$ cat src/fsst_pkg.sv
// Shared types and constants for the first-free slot table.
`timescale 1ns / 1ps
`default_nettype none

package fsst_pkg;

  // Fixed port field widths.
  localparam int OP_W     = 2;
  localparam int IDX_W    = 6;
  localparam int VAL_W    = 32;
  localparam int OCC_W    = 7;
  localparam int STATUS_W = 2;

  // Operation codes carried on the opcode field.
  typedef enum logic [OP_W-1:0] {
    OP_ADD   = 2'd0,
    OP_SET   = 2'd1,
    OP_GET   = 2'd2,
    OP_CLEAR = 2'd3
  } op_t;

  // Result status codes.
  typedef enum logic [STATUS_W-1:0] {
    ST_OK    = 2'd0,
    ST_FULL  = 2'd1,
    ST_RANGE = 2'd2,
    ST_ZERO  = 2'd3
  } status_t;

  // Control states, one-hot.
  typedef enum logic [1:0] {
    S_IDLE = 2'b01,
    S_EXEC = 2'b10
  } state_t;

endpackage

`default_nettype wire

$ cat src/first_free_slot_table_unit.sv
// First-free slot table: value memory, occupancy flags and operation control.
//
//  channel   | signals                                   | handshake
//  ----------+-------------------------------------------+------------------------------
//  command   | opcode, slot_index, entry_value           | taken when start & !busy
//  result    | placed_slot, read_value, occupancy, status| valid for one cycle with done
//
// In each transaction the accept edge issues the memory read, the next edge does the
// read-modify-write and registers the result, and done is high in the cycle after
// that. Busy is high for the one cycle in between, and no new command is taken while
// busy. Reset clears every occupancy flag and the count at once, so no clearing pass
// is needed. The receiver cannot stall results.
`timescale 1ns / 1ps
`default_nettype none

module first_free_slot_table_unit #(
  parameter int TABLE_DEPTH = 64,
  parameter int VALUE_WIDTH = 32
) (
  input  wire logic                             clk,
  input  wire logic                             rst,
  input  wire logic                             start,
  output logic                                  busy,
  input  wire logic [fsst_pkg::OP_W-1:0]        opcode,
  input  wire logic [fsst_pkg::IDX_W-1:0]       slot_index,
  input  wire logic [fsst_pkg::VAL_W-1:0]       entry_value,
  output logic                                  done,
  output logic [fsst_pkg::IDX_W-1:0]            placed_slot,
  output logic [fsst_pkg::VAL_W-1:0]            read_value,
  output logic [fsst_pkg::OCC_W-1:0]            occupancy,
  output logic [fsst_pkg::STATUS_W-1:0]         status
);

  localparam int ADDR_W = (TABLE_DEPTH > 1) ? $clog2(TABLE_DEPTH) : 1;
  localparam int CNT_W  = $clog2(TABLE_DEPTH + 1);
  localparam logic [12:0] DEPTH_L = 13'(TABLE_DEPTH);

  // Control and captured command.
  fsst_pkg::state_t state, state_next;
  fsst_pkg::op_t    op_q;
  logic [fsst_pkg::IDX_W-1:0] idx_q;
  logic [VALUE_WIDTH-1:0]     val_q;

  // Storage: value memory, occupancy flags and fill count.
  logic [VALUE_WIDTH-1:0] mem [TABLE_DEPTH];
  logic [VALUE_WIDTH-1:0] rdata;
  logic [TABLE_DEPTH-1:0] valid, valid_next;
  logic [CNT_W-1:0]       count, count_next;

  // Execute-stage signals.
  logic                   accept;
  logic                   mem_we;
  logic [ADDR_W-1:0]      mem_waddr;
  logic [VALUE_WIDTH-1:0] mem_wdata;
  logic [ADDR_W-1:0]      addr_q;
  logic                   range_bad;
  logic                   free_found;
  logic [ADDR_W-1:0]      free_idx;
  logic [fsst_pkg::IDX_W-1:0]    placed_next;
  logic [fsst_pkg::VAL_W-1:0]    read_next;
  fsst_pkg::status_t             status_next;

  assign accept = start && (state == fsst_pkg::S_IDLE);
  assign busy   = (state == fsst_pkg::S_EXEC);

  // State register and command capture.
  always_ff @(posedge clk) begin
    if (rst) begin
      state <= fsst_pkg::S_IDLE;
    end else begin
      state <= state_next;
    end
    if (accept) begin
      op_q  <= fsst_pkg::op_t'(opcode);
      idx_q <= slot_index;
      val_q <= VALUE_WIDTH'(entry_value);
    end
  end

  always_comb begin
    state_next = state;
    unique case (state)
      fsst_pkg::S_IDLE: begin
        if (start) state_next = fsst_pkg::S_EXEC;
      end
      fsst_pkg::S_EXEC: begin
        state_next = fsst_pkg::S_IDLE;
      end
      default: state_next = fsst_pkg::S_IDLE;
    endcase
  end

  // Value memory: one write port, written only in the execute cycle, and one
  // registered read port.
  always_ff @(posedge clk) begin
    if (busy && mem_we) begin
      mem[mem_waddr] <= mem_wdata;
    end
  end

  always_ff @(posedge clk) begin
    if (accept) begin
      rdata <= mem[ADDR_W'(slot_index)];
    end
  end

  // Lowest empty slot from the occupancy flags.
  always_comb begin
    free_found = 1'b0;
    free_idx   = '0;
    for (int i = TABLE_DEPTH - 1; i >= 0; i--) begin
      if (!valid[i]) begin
        free_found = 1'b1;
        free_idx   = ADDR_W'(i);
      end
    end
  end

  assign addr_q    = ADDR_W'(idx_q);
  assign range_bad = ({7'd0, idx_q} >= DEPTH_L);

  // Execute the captured command against the flags, count and read data.
  always_comb begin
    mem_we      = 1'b0;
    mem_waddr   = addr_q;
    mem_wdata   = val_q;
    valid_next  = valid;
    count_next  = count;
    placed_next = '0;
    read_next   = '0;
    status_next = fsst_pkg::ST_OK;
    case (op_q)
      fsst_pkg::OP_ADD: begin
        if (val_q == '0) begin
          status_next = fsst_pkg::ST_ZERO;
        end else if (!free_found) begin
          status_next = fsst_pkg::ST_FULL;
        end else begin
          mem_we               = 1'b1;
          mem_waddr            = free_idx;
          valid_next[free_idx] = 1'b1;
          count_next           = count + CNT_W'(1);
          placed_next          = fsst_pkg::IDX_W'(free_idx);
        end
      end
      fsst_pkg::OP_SET: begin
        if (range_bad) begin
          status_next = fsst_pkg::ST_RANGE;
        end else begin
          mem_we             = 1'b1;
          valid_next[addr_q] = (val_q != '0);
          if (valid[addr_q] && (val_q == '0)) begin
            count_next = count - CNT_W'(1);
          end else if (!valid[addr_q] && (val_q != '0)) begin
            count_next = count + CNT_W'(1);
          end
        end
      end
      fsst_pkg::OP_GET: begin
        if (range_bad) begin
          status_next = fsst_pkg::ST_RANGE;
        end else if (valid[addr_q]) begin
          read_next = fsst_pkg::VAL_W'(rdata);
        end
      end
      default: begin
        valid_next = '0;
        count_next = '0;
      end
    endcase
  end

  // Flags, count and result registers.
  always_ff @(posedge clk) begin
    if (rst) begin
      valid <= '0;
      count <= '0;
      done  <= 1'b0;
    end else begin
      done <= busy;
      if (busy) begin
        valid <= valid_next;
        count <= count_next;
      end
    end
    if (busy) begin
      placed_slot <= placed_next;
      read_value  <= read_next;
      occupancy   <= fsst_pkg::OCC_W'(count_next);
      status      <= status_next;
    end
  end

`ifndef SYNTH
  // A result follows exactly one execute cycle.
  a_done_after_exec: assert property (@(posedge clk) disable iff (rst)
    done |-> $past(state == fsst_pkg::S_EXEC))
    else $error("result strobe without a preceding execute cycle");

  // Execute lasts a single cycle.
  a_exec_one_cycle: assert property (@(posedge clk) disable iff (rst)
    (state == fsst_pkg::S_EXEC) |=> (state == fsst_pkg::S_IDLE))
    else $error("execute state held for more than one cycle");

  // The fill count tracks the occupancy flags.
  a_count_matches: assert property (@(posedge clk) disable iff (rst)
    $countones(valid) == int'(count))
    else $error("fill count differs from occupancy flags");

  // A successful add lands on a slot that was empty.
  a_add_to_empty: assert property (@(posedge clk) disable iff (rst)
    (busy && (op_q == fsst_pkg::OP_ADD) && mem_we) |-> !valid[mem_waddr])
    else $error("add wrote an occupied slot");
`endif

endmodule

`default_nettype wire
$ cat config.mk
export PLATFORM = sky130hd
export DESIGN_NAME = first_free_slot_table_unit
export DESIGN_NICKNAME = d
export VERILOG_FILES = /design/src/fsst_pkg.sv /design/src/first_free_slot_table_unit.sv
export SDC_FILE = /design/constraint.sdc
export NUM_CORES = 2
export LEC_CHECK = 0
export BUFFER_PORTS_ARGS = -buffer_cell sky130_fd_sc_hd__buf_2
export CAP_MARGIN = 20
export CORE_MARGIN = 2
export CORE_UTILIZATION = 50
export DETAILED_ROUTE_END_ITERATION = 12
export PLACE_DENSITY = 0.65
export SYNTH_ARGS = -nofsm -noshare
export SYNTH_HDL_FRONTEND = slang
export SYNTH_SLANG_ARGS = --single-unit
$ cat constraint.sdc
create_clock -name clk -period 9.2 [get_ports clk]
set_input_delay 0.46 -clock clk [delete_from_list [all_inputs] [get_ports clk]]
set_output_delay 0.46 -clock clk [all_outputs]
set_load 0.005 [all_outputs]
-- Word level (Yosys, flattened, before mapping)
Memories as Yosys holds them, arrays and structs flattened. A register that Yosys moved wholly into a read port is not among the register bits.
Index checks and enable logic that the tools add are counted.
- bits of input ports: 43
- register bits: 161
- memory bits (writable): 2048
- output and inout port bits: 49
- memories kept: 1
- memory list (name ; depth ; width ; rd ports ; clocked after memory_dff ; wr ports ; RTL line ; RTL):
    mem ; 64 ; 32 ; 1 ; 1 ; 1 ; first_free_slot_table_unit.sv:45 ; logic [VALUE_WIDTH-1:0] mem [TABLE_DEPTH];
- $lt $le $gt $ge: 4
- reductions and logical operators: 14
- mux-type cells: 153
- equal/unequal tests: 6
- add/subtract/negate cells: 2
- bitwise gates (word level): 5
- operators by type and width (cell ; number):
    6-bit two-way mux ; 67
    64-bit one-hot mux with 3 select lines ; 1
    64-bit two-way mux ; 2
    1-bit two-way mux ; 72
    64-bit bitwise mux ; 1
    64-bit bitwise OR ; 1
    32-bit zero test ; 1
    32-bit nonzero test ; 1
    7-bit two-way mux ; 4
    7-bit one-hot mux with 3 select lines ; 1
    6-bit by 7-bit < comparator with 1-bit output, second input constant ; 2
    1-bit demux with 6-bit select ; 2
    6-bit by 1-bit >= comparator with 1-bit output, second input constant ; 2
    7-bit by 1-bit adder with 7-bit output, second input constant ; 1
    7-bit by 1-bit subtractor with 7-bit output, second input constant ; 1
    1-bit binary-select mux with 6-bit select ; 1
    1-bit logical AND ; 6
    2-bit by 1-bit equality test with 1-bit output, second input constant ; 2
    2-bit equality test, second input constant ; 2
    2-bit != test, second input constant ; 2
    1-bit NOT ; 4
    4-bit AND reduction ; 1
    3-bit OR reduction ; 1
    2-bit zero test ; 1
    5 further kinds ; 5

-- Longest topological paths before layout
- depth in word-level cells: 72
- mapped depth: 14
- depth with buffers taken out: 9

-- Least setup slack after synthesis
Ideal clock, no wire load.
- kind: reg2reg
- start point: register val_q[25], in the netlist mem_wdata[25]
- end point: memory mem[11][0] (enable)
- path buffers: 1
- cell stages (with the launch flop): 11
- clock period less this slack: 4.474 ns
- required time: 8.779 ns
- path slack: 4.726 ns
- setup time: 0.421 ns
- arrival: 4.053 ns
- path through: edfxtp_1 nor4_1 nand4_1 or2_2 clkbuf_1 nand3_2 nor4_2 a21oi_1 nor2b_1 nand2_1 nor2_1
- cells in the longest elaborated chain, start to end: 6
- RTL lines (what ; RTL line ; RTL):
    from (decl) ; first_free_slot_table_unit.sv:42 ; logic [VALUE_WIDTH-1:0] val_q;
    from (signal assigned) ; first_free_slot_table_unit.sv:76 ; val_q <= VALUE_WIDTH'(entry_value);
    32-bit zero test * ; first_free_slot_table_unit.sv:134 ; if (val_q == '0) begin
    1-bit two-way mux ; first_free_slot_table_unit.sv:134 ;
    1-bit one-hot mux with 2 select lines ; first_free_slot_table_unit.sv:132 ; case (op_q)
    1-bit logical AND ; first_free_slot_table_unit.sv:96 ; if (busy && mem_we) begin
    1-bit two-way mux ; first_free_slot_table_unit.sv:96 ;
    1-bit two-way mux (not written as such) ; first_free_slot_table_unit.sv:97 ; mem[mem_waddr] <= mem_wdata;
    to (decl) ; first_free_slot_table_unit.sv:45 ;
Every way passes the cells marked *; elsewhere a longest branch is shown, timed or not.

-- Final worst setup path
- start point: register val_q[19], in the netlist mem_wdata[19]
- end point: memory mem[36][28] (enable)
The elaborated chain is that of the path after synthesis.

==> summary.txt <==
Final layout
  – Share of post-route cells with drive strength above 1: 0.294
  – Fill cells: 12700
  – Area taken by flip-flops and latches: 0.0666 sq mm
  – Area used by multi-input combinational logic: 0.0212 sq mm
  – Signed area change from the synthesized netlist to the final layout: 13.3%
  – Fin nets: 4440

STA
  – Worst clock skew: 0.0329 ns
  – Final hold viol count: 0
  – Unrepaired setup endpoints after global routing: no
  – Post-route fraction of the period consumed by the critical path: 0.621
  – Transition time at the pin with the least slew margin: 1.14 ns
  – Worst rel slew slack: 0.227
  – Clock period minus worst slack: 5.71 ns
  – Fmax achieved: 175 MHz
  – Total Neg Setup Slack: 0 ns
  – Setup-failing EPs final: 0
  – Final-report max-slew violation count: 0
  – Worst hold slack: 0.258 ns

Die
  – Die ar.: 0.180 sq mm
  – Width of the chip: 425 um
  – Die Y-Extent: 425 um
  – Number of standard-cell rows in the floorplan: 154
  – Starting density of the core: 0.503
  – Area inside the core boundary: 0.176 sq mm
  – Number of primary I/O pins: 92

Clocking
  – CTS H-tree depth: 4
  – Clock insertion delay at the later pin of the skew report: 0.86 ns
  – Clock-pin slew of the registers on the worst-case setup and hold paths: 0.06 ns
  – Post-CTS repair timing setup buffer count: 0
  – Resize count post-CTS: 0
  – Clock tree from TritonCTS: done
  – Clock Sinks: 2241
  – Root buf cell: clkbuf_16
  – Total clock buffers created by CTS: 217
  – Max Buffers Root-to-Sink: 3

Synth
  – Top cell type by total area after synthesis: edfxtp_1
  – Main combinational cell family by area after synthesis: multiplexers
  – Most used flip-flop cell after synthesis: edfxtp_1
  – Netlist area before placement: 0.0884 sq mm
  – Synth Area in Adders: 0.000283
  – Portion of netlist area occupied by mux cells: 0.174
  – Top cell types by occurrence after synthesis: 2167 x edfxtp_1, 672 x mux4_2, 155 x nor2_1
  – Sequential share of the synthesized area: 0.753
  – Leading cell types by total area after synthesis: edfxtp_1 74%, mux4_2 17%, dfxtp_1 1.7%, nor2_1 0.66%, a21oi_1 0.66%
  – Top-area cell type share of the netlist area: 0.736
  – Post-synthesis sequential element count: 2241
  – YS warnings: 0
  – Fraction of the mapped netlist area in compound gates: 0.0303
  – Share of async-settable or async-resettable flops after synthesis: 0
  – Post-synthesis instance total: 4145
  – Syn nets: 4190
  – Number of unique standard cell types used by synthesis: 97
  – Number of enable-type register cells in the synthesized netlist: 2167
  – Most frequent cell after synthesis: edfxtp_1
  – Simple-Gate Fraction of Synth Area: 0.0294
  – Synthesized-area fraction occupied by xor and xnor cells: 0.000495
  – Synthesized area per cell: 21.3 sq um

Global routing
  – GRT Util Overall: 0.256
  – Global-route met3 utilization: 0.0440
  – First-pass GRT wire length: 326000 um
  – Overflow after GRT: 0
  – M1 GR Usage: 0.375
  – Met2 Use GR: 0.395
  – Via count of the first global-routing pass: 43500
  – Pin count of the biggest net entering global routing: 110
  – Antenna violations before repair: 15
  – Most utilized layer in the global route result: met2

Status
  – Outcome: complete, no violations

Route
  – Remaining antenna violation count after routing: 0
  – Final routed wirelength across all metal layers: 229000 um
  – Post-DR wirelength/cell: 33.0 um
  – Routed via count: 44600
  – DRC viols: 0
  – First-iteration detailed-routing DRC count: 6273
  – Number of vias per cell: 6.44
  – Number of iterations in the first detailed-routing pass: 6

Critical path
  – Critical Path End Type: register
  – Crit-path slowest cell: nor2_4
  – Cells along the critical path: buf_4 > nor4_1 > nand4_1 > or2_2 > nand3_2 > nor4_2 > a21oi_1 > nor2b_1 > nand2_1 > nor2_4 > buf_4
  – Cell depth of the worst flop-to-flop path: 11
  – Maximum fanout encountered on the critical timing path: 65
  – Worst Setup EP: mem[36][28]
  – Most common cell on crit path: buf_4
  – Worst setup slack for register-to-register paths: 3.49 ns
  – Signal arrival time at the worst endpoint: 6.23 ns
  – Startpoint Class: register
  – Worst setup startpoint: mem_wdata[19]
  – Reg-to-reg startpoint: mem_wdata[19]
  – Critical Path Max Stage Delay: 0.85 ns
  – Critical R2R Capture: mem[36][28]
  – Type of the worst setup path: register to register
  – Required time of the worst setup path: 9.72 ns

Hold path
  – Tightest Hold Check Type: primary input to register

Power and ir drop
  – IR Drop Worst-Case VDD: 206 uV
  – Internal power consumption: 16.5 mW
  – Power Dens Cells: 211 mW/mm^2
  – Power dissipated by switching net loads: 4.55 mW
  – Static leakage power: 30.6 nW
  – Proportion of power drawn by flip-flops and latches: 0.534
  – Combinational share of power: 0.052
  – Part of the total power dissipated in the clock network: 0.415
  – Switch share: 0.216

Placed design
  – Port buffer count: 91
  – Placer congestion estimate: 0.943
  – Post-DP HPWL: 132000 um

Flow run
  – Max capacitance violation total: 0
## through the flow
| step | instance area (sq um) | utilization | total power, mW | instances | worst slack [ns] |
|---|---|---|---|---|---|
| final | 100000 | 0.569 | 21.1 | 6923 | 3.49 |
| after global routing | 100000 | 0.569 | 21.7 | 6921 | 3.22 |
| after CTS | 99900 | 0.568 | 21.2 | 6910 | 3.54 |
| after detailed placement | 92500 | 0.526 | 12.6 | 6469 | 3.55 |
| after global placement | 92500 | 0.526 | 12.5 | 6466 | 3.63 |
| after floorplan | 88400 | - | 12.1 | 4145 | 4.73 |
## cell families (layout without fill, tap and decap cells)
group | after synthesis | in the layout
AO/OA/AOI/OAI | 406 | 406
XOR/XNOR | 5 | 5
adder cells (fa/ha/maj) | 2 | 2
buffers and inverters | 281 | 717
flip-flops | 2241 | 2241
multiplexers | 695 | 695
other | 0 | 2
AND/OR/NAND/NOR | 515 | 515
## worst min path at each step
stage / from / slack, ns / depth (start not counted) / to
6_report: rst / 0.26 / 3 / done
4_1_cts: slot_index[2] / 0.21 / 1 / addr_q[2]
5_1_grt: slot_index[2] / 0.25 / 1 / addr_q[2]
3_3_place_gp: mem_wdata[27] / 0.47 / 0 / mem[24][27]
3_5_place_dp: mem_wdata[27] / 0.47 / 0 / mem[24][27]
2_1_floorplan: state[1] / 0.44 / 1 / state[1]
## sequential cells by signal, indices dropped and copies added (netlist names)
register,count
placed_slot,6
mem_wdata,32
addr_q,6
rdata,32
count,7
occupancy,7
status,2
op_q,2
valid,64
read_value,32
state,2
mem,2048
done,1
## metal layers
metal | vias up | wire, um
met1 | 23900 | 92300
met5 | - | 12
met4 | 2 | 7900
met3 | 366 | 20100
met2 | 2245 | 108000
li1 | 18100 | -
## layout make-up
type                       instances  share of cell area
inverter                          36             0.00136
clock buffer                     255              0.0556
clock inverter                   150              0.0144
multi-input combinational       1623               0.212
timing repair buffer             276              0.0226
antenna                            2           0.0000500
sequential                      2241               0.665
tap                             2340              0.0292
## cells in the final DEF, fill, tap and decap left out, drive strengths merged, types with 16 or more instances in the layout
cell         Yosys  layout
dfxtp           74      74
a31oi           31      31
a311oi          23      23
mux4           672     672
o21ai           88      88
bufinv           0      20
a21oi          118     118
edfxtp        2167    2167
nor4            20      20
nand2          102     102
nand3           54      54
nand4           29      29
and2            40      40
dlygate4sd3      0      36
buf             94     239
nor2           159     159
inv             35      44
a211oi          37      37
clkinv           1     111
o22ai           16      16
nor3            43      43
clkbuf         151     256
## critical path: cells and delay by family, from the launching register on
family / cells / cell delay [ns]
buffers and inverters: 2 / 0.76
AND/OR/NAND/NOR: 8 / 3.80
flip-flops: 1 / 0.36
AO/OA/AOI/OAI: 1 / 0.40
## power groups by stage
stage          clock (mW)  combinational (mW)  sequential, mW
6_report             8.75                1.09            11.3
2_1_floorplan           0               0.551            11.6
3_5_place_dp            0                1.08            11.5
3_3_place_gp            0                1.07            11.5
4_1_cts              8.89                1.09            11.3
5_1_grt              9.28                1.14            11.3
## repair_timing
| item | 4_1_cts | 5_1_grt |
|---|---|---|
| endpoints found under the setup margin | 0 | 0 |
| hold buffers | 36 | 0 |
| endpoints found under the hold margin | 37 | 0 |
(Power assumes the default switching activity.)
